## src/hw/rtl/ssp_pkg.sv

```systemverilog
// Shared types and constants for the script stream parser.
// No dependencies; used by script_stream_parser.
package ssp_pkg;

  // role tag attached to every byte of the stream
  typedef enum logic [1:0] {
    ROLE_VARINT = 2'd0,
    ROLE_OPCODE = 2'd1,
    ROLE_LEN    = 2'd2,
    ROLE_DATA   = 2'd3
  } role_e;

  // opcode boundaries
  localparam logic [7:0] OP_PUSH_MAX  = 8'd75;
  localparam logic [7:0] OP_PUSHDATA1 = 8'd76;
  localparam logic [7:0] OP_PUSHDATA2 = 8'd77;

  // compact size prefix markers
  localparam logic [7:0] VARINT_U16 = 8'hfd;
  localparam logic [7:0] VARINT_U32 = 8'hfe;

endpackage

```

## src/hw/rtl/script_stream_parser.sv

```systemverilog
// Script stream parser top level: length prefix decode and element split.
// Depends on ssp_pkg for role codes and opcode constants.

// Takes one script byte per item and returns one tagged item per byte: the
// byte and the parser state feed a single level of counter and compare logic
// that lands in the result register, out in the cycle after the byte is taken.
// The block takes one item every cycle, also while a result waits, as long as
// the result register is empty or being drained in the same cycle. Each
// script starts with a compact size length; a zero length ends the script on
// its last length byte. An element that runs past the declared script end
// raises overrun_error on the byte that reveals it, is clipped to the script
// end, and the next byte is taken as a new length prefix.
module script_stream_parser (
  input  logic        clk_i,
  input  logic        rst_ni,
  input  logic        in_valid_i,
  output logic        in_ready_o,
  input  logic [7:0]  data_byte_i,
  output logic        out_valid_o,
  input  logic        out_ready_i,
  output logic [7:0]  byte_value_o,
  output logic [1:0]  byte_role_o,
  output logic [15:0] element_index_o,
  output logic [15:0] push_length_o,
  output logic        element_end_o,
  output logic        script_end_o,
  output logic        overrun_error_o
);

  typedef enum logic [2:0] {
    PH_VARINT = 3'd0,
    PH_VEXT   = 3'd1,
    PH_OPCODE = 3'd2,
    PH_LEN    = 3'd3,
    PH_DATA   = 3'd4
  } phase_e;

  // parser state
  phase_e        phase_q, phase_d;
  logic [63:0]   rem_q, rem_d;
  logic [3:0]    vleft_q, vleft_d;
  logic [2:0]    vpos_q, vpos_d;
  logic [15:0]   prem_q, prem_d;
  logic [1:0]    lleft_q, lleft_d;
  logic          lpos_q, lpos_d;
  logic [15:0]   cnt_q, cnt_d;
  logic [15:0]   cpl_q, cpl_d;

  // result register
  logic          out_valid_q;
  logic [7:0]    value_q;
  ssp_pkg::role_e role_q, role_d;
  logic [15:0]   idx_q, idx_d;
  logic [15:0]   plen_q, plen_d;
  logic          eend_q, eend_d;
  logic          send_q, send_d;
  logic          err_q, err_d;

  logic          in_fire;
  logic          body;
  logic [63:0]   rem_dec;
  logic [63:0]   rem_vext;
  logic [15:0]   cpl_new;
  logic [15:0]   decl_len;
  logic          fits;
  logic [15:0]   clipped;
  logic [15:0]   prem_dec;

  // handshake: the result register frees up when drained
  assign in_ready_o = !out_valid_q || out_ready_i;
  assign in_fire    = in_valid_i && in_ready_o;

  // shared datapath pieces
  assign rem_dec  = rem_q - 64'd1;
  assign rem_vext = rem_q | ({56'd0, data_byte_i} << {vpos_q, 3'b000});
  assign cpl_new  = cpl_q | (lpos_q ? {data_byte_i, 8'h00} : {8'h00, data_byte_i});
  assign decl_len = (phase_q == PH_LEN) ? cpl_new : {8'h00, data_byte_i};
  assign fits     = (rem_dec[63:16] != 48'd0) || (decl_len <= rem_dec[15:0]);
  assign clipped  = fits ? decl_len : rem_dec[15:0];
  assign prem_dec = prem_q - 16'd1;

  // next state and result
  always_comb begin
    phase_d = phase_q;
    rem_d   = rem_q;
    vleft_d = vleft_q;
    vpos_d  = vpos_q;
    prem_d  = prem_q;
    lleft_d = lleft_q;
    lpos_d  = lpos_q;
    cnt_d   = cnt_q;
    cpl_d   = cpl_q;
    role_d  = ssp_pkg::ROLE_VARINT;
    idx_d   = 16'd0;
    plen_d  = 16'd0;
    eend_d  = 1'b0;
    send_d  = 1'b0;
    err_d   = 1'b0;
    body    = 1'b0;

    case (phase_q)
      PH_VEXT: begin
        rem_d   = rem_vext;
        vpos_d  = vpos_q + 3'd1;
        vleft_d = vleft_q - 4'd1;
        if (vleft_d == 4'd0 || vpos_q == 3'd7) begin
          vleft_d = 4'd0;
          if (rem_vext == 64'd0) begin
            send_d  = 1'b1;
            phase_d = PH_VARINT;
          end else begin
            phase_d = PH_OPCODE;
            cnt_d   = 16'd0;
          end
        end
      end
      PH_OPCODE: begin
        body   = 1'b1;
        role_d = ssp_pkg::ROLE_OPCODE;
        idx_d  = cnt_q;
        rem_d  = rem_dec;
        if (data_byte_i inside {[8'd1:ssp_pkg::OP_PUSH_MAX]}) begin
          cpl_d  = {8'h00, data_byte_i};
          plen_d = {8'h00, data_byte_i};
          prem_d = clipped;
          err_d  = !fits;
          if (clipped == 16'd0) eend_d = 1'b1;
          else phase_d = PH_DATA;
        end else if (data_byte_i == ssp_pkg::OP_PUSHDATA1 ||
                     data_byte_i == ssp_pkg::OP_PUSHDATA2) begin
          cpl_d  = 16'd0;
          lpos_d = 1'b0;
          // one length byte for pushdata1, two for pushdata2
          if (data_byte_i == ssp_pkg::OP_PUSHDATA1) begin
            err_d = (rem_dec == 64'd0);
            lleft_d = 2'd1;
          end else begin
            err_d = (rem_dec < 64'd2);
            lleft_d = 2'd2;
          end
          if (rem_dec == 64'd0) begin
            eend_d  = 1'b1;
            lleft_d = lleft_q;
          end else begin
            phase_d = PH_LEN;
          end
        end else begin
          cpl_d  = 16'd0;
          eend_d = 1'b1;
        end
      end
      PH_LEN: begin
        body    = 1'b1;
        role_d  = ssp_pkg::ROLE_LEN;
        idx_d   = cnt_q;
        rem_d   = rem_dec;
        cpl_d   = cpl_new;
        lpos_d  = ~lpos_q;
        lleft_d = lleft_q - 2'd1;
        if (lleft_d == 2'd0) begin
          plen_d = cpl_new;
          prem_d = clipped;
          err_d  = !fits;
          if (clipped == 16'd0) eend_d = 1'b1;
          else phase_d = PH_DATA;
        end else if (rem_dec == 64'd0) begin
          lleft_d = 2'd0;
          eend_d  = 1'b1;
        end
      end
      PH_DATA: begin
        body   = 1'b1;
        role_d = ssp_pkg::ROLE_DATA;
        idx_d  = cnt_q;
        plen_d = cpl_q;
        rem_d  = rem_dec;
        prem_d = prem_dec;
        if (prem_dec == 16'd0 || rem_dec == 64'd0) begin
          prem_d = 16'd0;
          eend_d = 1'b1;
        end
      end
      default: begin
        // first byte of the length prefix
        if (data_byte_i < ssp_pkg::VARINT_U16) begin
          rem_d = {56'd0, data_byte_i};
          if (data_byte_i == 8'd0) begin
            send_d  = 1'b1;
            phase_d = PH_VARINT;
          end else begin
            phase_d = PH_OPCODE;
            cnt_d   = 16'd0;
          end
        end else begin
          rem_d   = 64'd0;
          vpos_d  = 3'd0;
          phase_d = PH_VEXT;
          if (data_byte_i == ssp_pkg::VARINT_U16) vleft_d = 4'd2;
          else if (data_byte_i == ssp_pkg::VARINT_U32) vleft_d = 4'd4;
          else vleft_d = 4'd8;
        end
      end
    endcase

    // element close: bump the index, then script end or next opcode
    if (body && eend_d) begin
      if (cnt_q != 16'hffff) cnt_d = cnt_q + 16'd1;
      if (rem_dec == 64'd0) begin
        send_d  = 1'b1;
        phase_d = PH_VARINT;
        cnt_d   = 16'd0;
      end else begin
        phase_d = PH_OPCODE;
      end
    end
  end

  // state and result register
  always_ff @(posedge clk_i or negedge rst_ni) begin
    if (!rst_ni) begin
      phase_q     <= PH_VARINT;
      rem_q       <= 64'd0;
      vleft_q     <= 4'd0;
      vpos_q      <= 3'd0;
      prem_q      <= 16'd0;
      lleft_q     <= 2'd0;
      lpos_q      <= 1'b0;
      cnt_q       <= 16'd0;
      cpl_q       <= 16'd0;
      out_valid_q <= 1'b0;
      value_q     <= 8'd0;
      role_q      <= ssp_pkg::ROLE_VARINT;
      idx_q       <= 16'd0;
      plen_q      <= 16'd0;
      eend_q      <= 1'b0;
      send_q      <= 1'b0;
      err_q       <= 1'b0;
    end else begin
      if (in_fire) begin
        phase_q     <= phase_d;
        rem_q       <= rem_d;
        vleft_q     <= vleft_d;
        vpos_q      <= vpos_d;
        prem_q      <= prem_d;
        lleft_q     <= lleft_d;
        lpos_q      <= lpos_d;
        cnt_q       <= cnt_d;
        cpl_q       <= cpl_d;
        out_valid_q <= 1'b1;
        value_q     <= data_byte_i;
        role_q      <= role_d;
        idx_q       <= idx_d;
        plen_q      <= plen_d;
        eend_q      <= eend_d;
        send_q      <= send_d;
        err_q       <= err_d;
      end else if (out_ready_i) begin
        out_valid_q <= 1'b0;
      end
    end
  end

  assign out_valid_o     = out_valid_q;
  assign byte_value_o    = value_q;
  assign byte_role_o     = role_q;
  assign element_index_o = idx_q;
  assign push_length_o   = plen_q;
  assign element_end_o   = eend_q;
  assign script_end_o    = send_q;
  assign overrun_error_o = err_q;

  // opcode and data phases always have script bytes left
  a_opcode_has_room: assert property (@(posedge clk_i) disable iff (!rst_ni)
    (phase_q == PH_OPCODE || phase_q == PH_DATA) |-> rem_q != 64'd0)
    else $error("body phase with no script bytes left");

  // data phase always has push bytes left
  a_data_has_bytes: assert property (@(posedge clk_i) disable iff (!rst_ni)
    phase_q == PH_DATA |-> prem_q != 16'd0)
    else $error("data phase with no push bytes left");

  // a script ending in the body also ends an element
  a_send_with_eend: assert property (@(posedge clk_i) disable iff (!rst_ni)
    (out_valid_q && send_q && role_q != ssp_pkg::ROLE_VARINT) |-> eend_q)
    else $error("script end without element end");

  // length prefix bytes carry no element info
  a_varint_clean: assert property (@(posedge clk_i) disable iff (!rst_ni)
    (out_valid_q && role_q == ssp_pkg::ROLE_VARINT) |->
      (idx_q == 16'd0 && plen_q == 16'd0 && !eend_q && !err_q))
    else $error("length prefix byte with element fields set");

endmodule
```

## config.mk

```make
export PLATFORM = sky130hd
export DESIGN_NAME = script_stream_parser
export DESIGN_NICKNAME = d
export VERILOG_FILES = /design/src/hw/rtl/ssp_pkg.sv /design/src/hw/rtl/script_stream_parser.sv
export SDC_FILE = /design/constraint.sdc
export NUM_CORES = 1
export LEC_CHECK = 0
export BUFFER_PORTS_ARGS = -buffer_cell sky130_fd_sc_hd__buf_4
export CAP_MARGIN = 20
export CORE_ASPECT_RATIO = 0.9
export CORE_MARGIN = 4
export CORE_UTILIZATION = 27
export CTS_CLUSTER_DIAMETER = 120
export CTS_CLUSTER_SIZE = 20
export DETAILED_ROUTE_END_ITERATION = 10
export HOLD_SLACK_MARGIN = 0.12
export PLACE_DENSITY_LB_ADDON = 0.05
export SETUP_SLACK_MARGIN = 0.2
export SYNTH_ARGS = -nofsm -noshare
export SYNTH_HDL_FRONTEND = slang
export SYNTH_SLANG_ARGS = --single-unit
```

## constraint.sdc

```tcl
create_clock -name clk_i -period 4.75 [get_ports clk_i]
set_input_delay 0.2375 -clock clk_i [delete_from_list [all_inputs] [get_ports clk_i]]
set_output_delay 0.2375 -clock clk_i [all_outputs]
set_load 0.03 [all_outputs]
```

* Word level (Yosys, flattened, before mapping) *
Index checks and enable logic that the tools add are counted.
W data, S select, Z words.

operators by class
  $add $sub $neg = 6
  magnitude comparators = 5
  eq/ne operators = 21
  shifts and indexed selects = 1
  muxes and demuxes = 74
  bitwise operators = 4
  reductions and logical operators = 28

operators with widths
  kind                     number
  $mux W16                 15
  $logic_not A64 Y1        2
  $pmux W64 S2             1
  $pmux W16 S3             2
  $lt A64 B2 Y1 const B    1
  $or A64 B64 Y64          1
  $pmux W16 S2             2
  $shl A8 B6 Y64           1
  $sub A64 B1 Y64 const B  1
  $reduce_bool A48 Y1      1
  $logic_not A16 Y1        2
  $mux W3                  9
  $mux W1                  21
  $mux W2                  9
  $add A16 B1 Y16 const B  1
  $eq A8 B7 Y1 const B     2
  $eq A8 B8 Y1 const B     2
  $le A16 B16 Y1           1
  $mux W4                  4
  $mux W8                  2
  $ne A16 B16 Y1 const B   1
  $or A16 B16 Y16          1
  $sub A16 B1 Y16 const B  1
  $pmux W3 S4              1
  35 further kinds         55

word-level totals
  register bits = 171
  bits of input ports = 12
  output and inout bits = 47
  word-level logic and storage cells = 156

* Logic depth before layout (Yosys ltp) *
  word-level depth = 13
  gate-level depth with buffers = 21
  depth with buffers taken out = 18

* Least setup slack after synthesis *
OpenSTA, ideal clock, no wires.

  path kind = register to register
  start point = register rem_q[0]
  end point = register cnt_q[10]
  setup time = 0.118 ns
  arrival = 4.377 ns
  required time = 4.632 ns
  path slack = 0.255 ns
  stages on the path, launching flop included = 18
  buffers on the path = 3
  period minus slack after synthesis = 4.495 ns
  cell sequence = dfrtp_1 > inv_1 > ha_1 > clkbuf_1 > nor4b_2 > nand4_2 > or4_4 > or4_4 > xnor2_1 > nand2_1 > or4_1 > buf_2 > o21ba_1 > or2_2 > a31oi_4 > buf_6 > a31oi_1 > a21o_1

on the way
  word-level cells in the longest chain between the ends = 10
  elaborated cells between the ends (all ways) = 24
  those cells by class = add/sub (1); order compare (1); mux (14); bitwise (1); reduce/logical (7)

ends and longest elaborated chain
  element                                                line                                                      text
  from (decl)                                            script_stream_parser.sv:40                                logic [63:0] rem_q, rem_d;
  from (signal assigned)                                 script_stream_parser.sv:241                               rem_q <= rem_d;
  $sub A64 B1 Y64                                        script_stream_parser.sv:74                                assign rem_dec = rem_q - 64'd1;
  $le A16 B16 Y1 or $reduce_bool A48 Y1 (tied branches)  script_stream_parser.sv:78                                assign fits = (rem_dec[63:16] != 48'd0) || (decl_len <= rem_dec[15:0]);
  $logic_or A1 B1 Y1                                     script_stream_parser.sv:78
  $mux W16                                               script_stream_parser.sv:79                                assign clipped = fits ? decl_len : rem_dec[15:0];
  $logic_not A16 Y1                                      script_stream_parser.sv:127, script_stream_parser.sv:164
  $mux W1                                                script_stream_parser.sv:127, script_stream_parser.sv:164
  $mux W1, on equally long branches                      script_stream_parser.sv:160, script_stream_parser.sv:122
  $pmux W1 S3                                            script_stream_parser.sv:101                               case (phase_q)
  $logic_and A1 B1 Y1                                    script_stream_parser.sv:206                               if (body && eend_d) begin
  $mux W16 (*)                                           script_stream_parser.sv:206
  to (signal assigned)                                   script_stream_parser.sv:247                               cnt_q <= cnt_d;
  to (decl)                                              script_stream_parser.sv:46                                logic [15:0] cnt_q, cnt_d;

Mark *: on every way between the ends. The rest lies on a longest branch, timed or not.
A chain may end at the register's enable or synchronous reset.

* Final worst setup path *
  start point = register rem_q[8]
  end point = register cnt_q[13]

The elaborated chain is that of the path after synthesis.

==> impl_metrics.py <==
metrics = {
    "run_status": {
        "status": "completed",
    },
    "pwr": {
        "sw_frac_of_total": 0.492,
        "p_sw_uw": 4340,
        "vdd_drop_max_mv": 0.316,
        "pwr-share-seq": 0.263,
        "pwr-share-comb": 0.573,
        "intPower_uw": 4490,
        "clock_power_share": 0.163,
        "power.density_nw_per_um2": 602,
        "power.leakage_uw": 0.00645,
    },
    "logic_synthesis": {
        "synth_adder_area_share": 0.0273,
        "synth-simple-area-share": 0.295,
        "ys_seq_area_frac": 0.359,
        "ys_ff_latch": 171,
        "synth_edf_count": 0,
        "yosysWarnings": 0,
        "ys_dominant_reg_cell": "dfrtp_1",
        "synthCells": 1546,
        "synthXorXnorAreaFrac": 0.0331,
        "postSynthNetCount": 1584,
        "async_reset_ff_frac": 1.00,
        "synth_top_family_by_area": "simple AND/OR/NAND/NOR gates",
        "synthMuxAreaShare": 0.00525,
        "ys_types": 77,
        "avgSynthCellArea_um2": 7.71,
        "syn_area_um2": 11900,
        "synth_compound_area_frac": 0.234,
    },
    "sta": {
        "maxSlewViolCount": 0,
        "tns_ps": 0,
        "finalCritPeriodShare": 0.932,
        "tightest_slew_ps": 923,
        "min_period_ps": 4430,
        "rsz0062_at_grt": "true",
        "hold_viol": 0,
        "skew_ps": 12.5,
        "slew-limit-headroom": 0.383,
        "finalSetupViolations": 0,
        "max_freq_mhz": 226,
    },
    "floorplanning": {
        "io-pin-count": 59,
        "dieArea_um2": 47600,
        "start_util": 0.275,
        "fp-row-count": 72,
        "coreArea_um2": 43300,
        "dieHeight_um": 207,
        "die_w_um": 229,
    },
    "setup_path": {
        "path_buf_inv": 2,
        "required_ps": 5140,
        "critPathMaxStageDelay_ps": 540,
        "critPathCaptureType": "register",
        "cpMostUsedCell": "or4_1",
        "crit_family": "simple AND/OR/NAND/NOR gates",
        "crit_chain": "buf_4 > or4_1 > nor4_1 > xnor2_1 > ha_1 > nand4_1 > nor2_2 > and4_1 > and3_1 > a31oi_2 > nand3_2 > nor3_4 > or2_4 > a31oi_4 > buf_12 > or4_1 > o211ai_1",
        "start_kind": "register",
        "cp_data_arrival_time_ps": 4810,
        "critical_path_class": "reg2reg",
        "worstPathMaxFanout": 5,
        "cp_slowest_cell": "or4_1",
    },
    "routing": {
        "route.detailed.drc": 0,
        "vias_per_cell": 5.53,
        "drtAntennaViolNets": 0,
        "first_pass_iters": 7,
        "num_vias": 12557,
        "drtIter0Drc": 998,
        "routed_wl_um": 52600,
        "wl_per_cell_um": 23.2,
    },
    "layout": {
        "synthToLayoutAreaGrowth_pct": 23.0,
        "insertedDiodeCount": 0,
        "drive_above_1_share": 0.178,
        "postLayoutCoreUtil": 0.338,
        "nNetsFinal": 1704,
    },
    "clocking": {
        "htreeDepth": 4,
        "ctsRootBufferMaster": "clkbuf_16",
        "cts_tree": "done",
        "numCtsBuffers": 17,
        "clock_sinks": 171,
        "clk_path_buf_depth": 2,
        "insertion_delay_ps": 470,
        "cts.reportedPaths.clkPinSlew_ps": 70,
    },
    "placed_design": {
        "hpwl_um": 37200,
        "portBuffers": 58,
        "place.gp.congestion": 0.938,
    },
    "global_route": {
        "track_usage": 0.218,
        "antenna_found_initial": 1,
        "grt_pass1_vias": 12275,
        "grt_pass1_wl_um": 80200,
        "overflow": 0,
        "grt_max_degree": 98,
    },
    "job": {
        "cap_violations": 0,
    },
    "hold_path": {
        "hold_class": "in2reg",
    },
}
## layout make-up
class	count	area (um2)
Clock inverter	14	136
Tap cell	592	741
Multi-Input combinational cell	1232	7310
Fill cell	4617	28700
Inverter	37	139
Sequential cell	171	4280
Timing Repair Buffer	207	1630
Clock buffer	17	425
## power by group through the flow
stage | Clock [uW] | Sequential, uW | Combinational (uW)
2_1_floorplan | 0 | 2300 | 2790
3_3_place_gp | 0 | 2330 | 4780
3_5_place_dp | 0 | 2320 | 4770
4_1_cts | 1490 | 2310 | 4830
5_1_grt | 1540 | 2390 | 5510
6_report | 1440 | 2330 | 5060
## metrics by stage
step / power (uW) / hold WS, ps / setup slack (ps) / instances / instance area [um2]
3_5_place_dp: 7090 / 411 / 102 / 2223 / 13700
3_3_place_gp: 7110 / 411 / 161 / 2223 / 13700
2_1_floorplan: 5090 / -58.1 / 255 / 1546 / 11900
6_report: 8830 / 171 / 325 / 2270 / 14700
5_1_grt: 9450 / 167 / 167 / 2270 / 14700
4_1_cts: 8630 / 143 / 201 / 2261 / 14400
## cell usage in the layout (no fill, tap or decap), types with 8 or more instances in the layout
master,count
a21o_1,22
o21ai_1,12
dfrtp_1,167
o211ai_1,8
o31ai_1,9
nor4_1,38
inv_1,37
clkbuf_16,18
a22o_1,21
nand4_1,24
or3_1,28
a221oi_1,16
a22oi_1,16
a31oi_1,23
a21oi_1,102
nor2b_1,12
xnor2_1,24
nand3_1,47
o22ai_1,16
o311ai_0,9
and2_1,10
o21ai_0,133
nor2_1,166
nor4_2,9
xor2_1,16
nand2b_1,10
or4_1,13
buf_4,198
ha_1,26
and3_1,13
nor3_1,61
nand2_1,225
## worst min-delay path: stages
cell and delay [ps]:
buf_4 70, nand2b_1 190, nand2b_1 90
## per-layer routing
layer | wire length [um] | up-vias | part of all wire | track usage
met5 | 7 | - | 0.00013 | 0
met2 | 22400 | 370 | 0.43 | 0.317
met3 | 3030 | 67 | 0.058 | 0.0434
met4 | 1060 | 2 | 0.020 | 0.0575
met1 | 26100 | 6243 | 0.50 | 0.326
li1 | - | 5875 | - | -
## final timing paths
path                                                  from                             end  slack [ps]  depth (start not counted)
worst max-delay path                  rem_q[8]$_DFFE_PN0P_           cnt_q[13]$_DFFE_PN0P_         320                         17
worst min-delay path                           out_ready_i         out_valid_o$_DFFE_PN0P_         170                          3
worst max register to register        rem_q[8]$_DFFE_PN0P_           cnt_q[13]$_DFFE_PN0P_         320                         17
worst min register to register  byte_role_o[0]$_DFFE_PN0P_      byte_role_o[0]$_DFFE_PN0P_         480                          1
max in group asynchronous                           rst_ni            rem_q[3]$_DFFE_PN0P_        3100                          3
min in group asynchronous                           rst_ni  element_index_o[5]$_DFFE_PN0P_         400                          2
## synthesized netlist by cell type, types with 13 or more instances
library cell,number,share of area
or4_1,18,0.011
nand2_1,227,0.072
ha_1,26,0.027
xor2_1,16,0.012
o21ai_0,135,0.057
nand3_1,48,0.020
dfrtp_1,171,0.36
nand4_1,24,0.013
inv_1,37,0.012
and3_1,13,0.0068
a21o_1,22,0.014
a22oi_1,16,0.010
a21oi_1,103,0.043
a31oi_1,24,0.013
nor4_1,45,0.024
xnor2_1,29,0.021
a22o_1,21,0.015
a221oi_1,16,0.012
nor3_1,65,0.027
nor2_1,170,0.054
o22ai_1,16,0.0084
or3_1,30,0.016
clkbuf_1,94,0.030
## state kept, by name, summed over array words and instances (netlist names), 4 cells and up
| signal | flops |
|---|---|
| rem_q | 64 |
| cnt_q | 16 |
| cpl_q | 16 |
| element_index_o | 16 |
| prem_q | 16 |
| push_length_o | 16 |
| byte_value_o | 8 |
| vleft_q | 4 |
## cell families after synthesis
family / Yosys count
XOR/XNOR: 45
AO/OA/AOI/OAI: 443
adder cells (fa/ha/maj): 26
buffers and inverters: 143
AND/OR/NAND/NOR: 713
multiplexers: 5
flip-flops: 171
## timing repair
| item | in CTS | in global routing |
|---|---|---|
| hold buffers | 3 | 0 |
| hold endpoints to repair | 98 | 0 |
| gates cloned | 0 | 1 |
| pin swaps | 3 | 14 |
| setup buffers | 4 | 8 |
| gates resized for setup | 6 | 35 |
| setup endpoints to repair | 16 | 39 |
(Power assumes the default switching activity.)
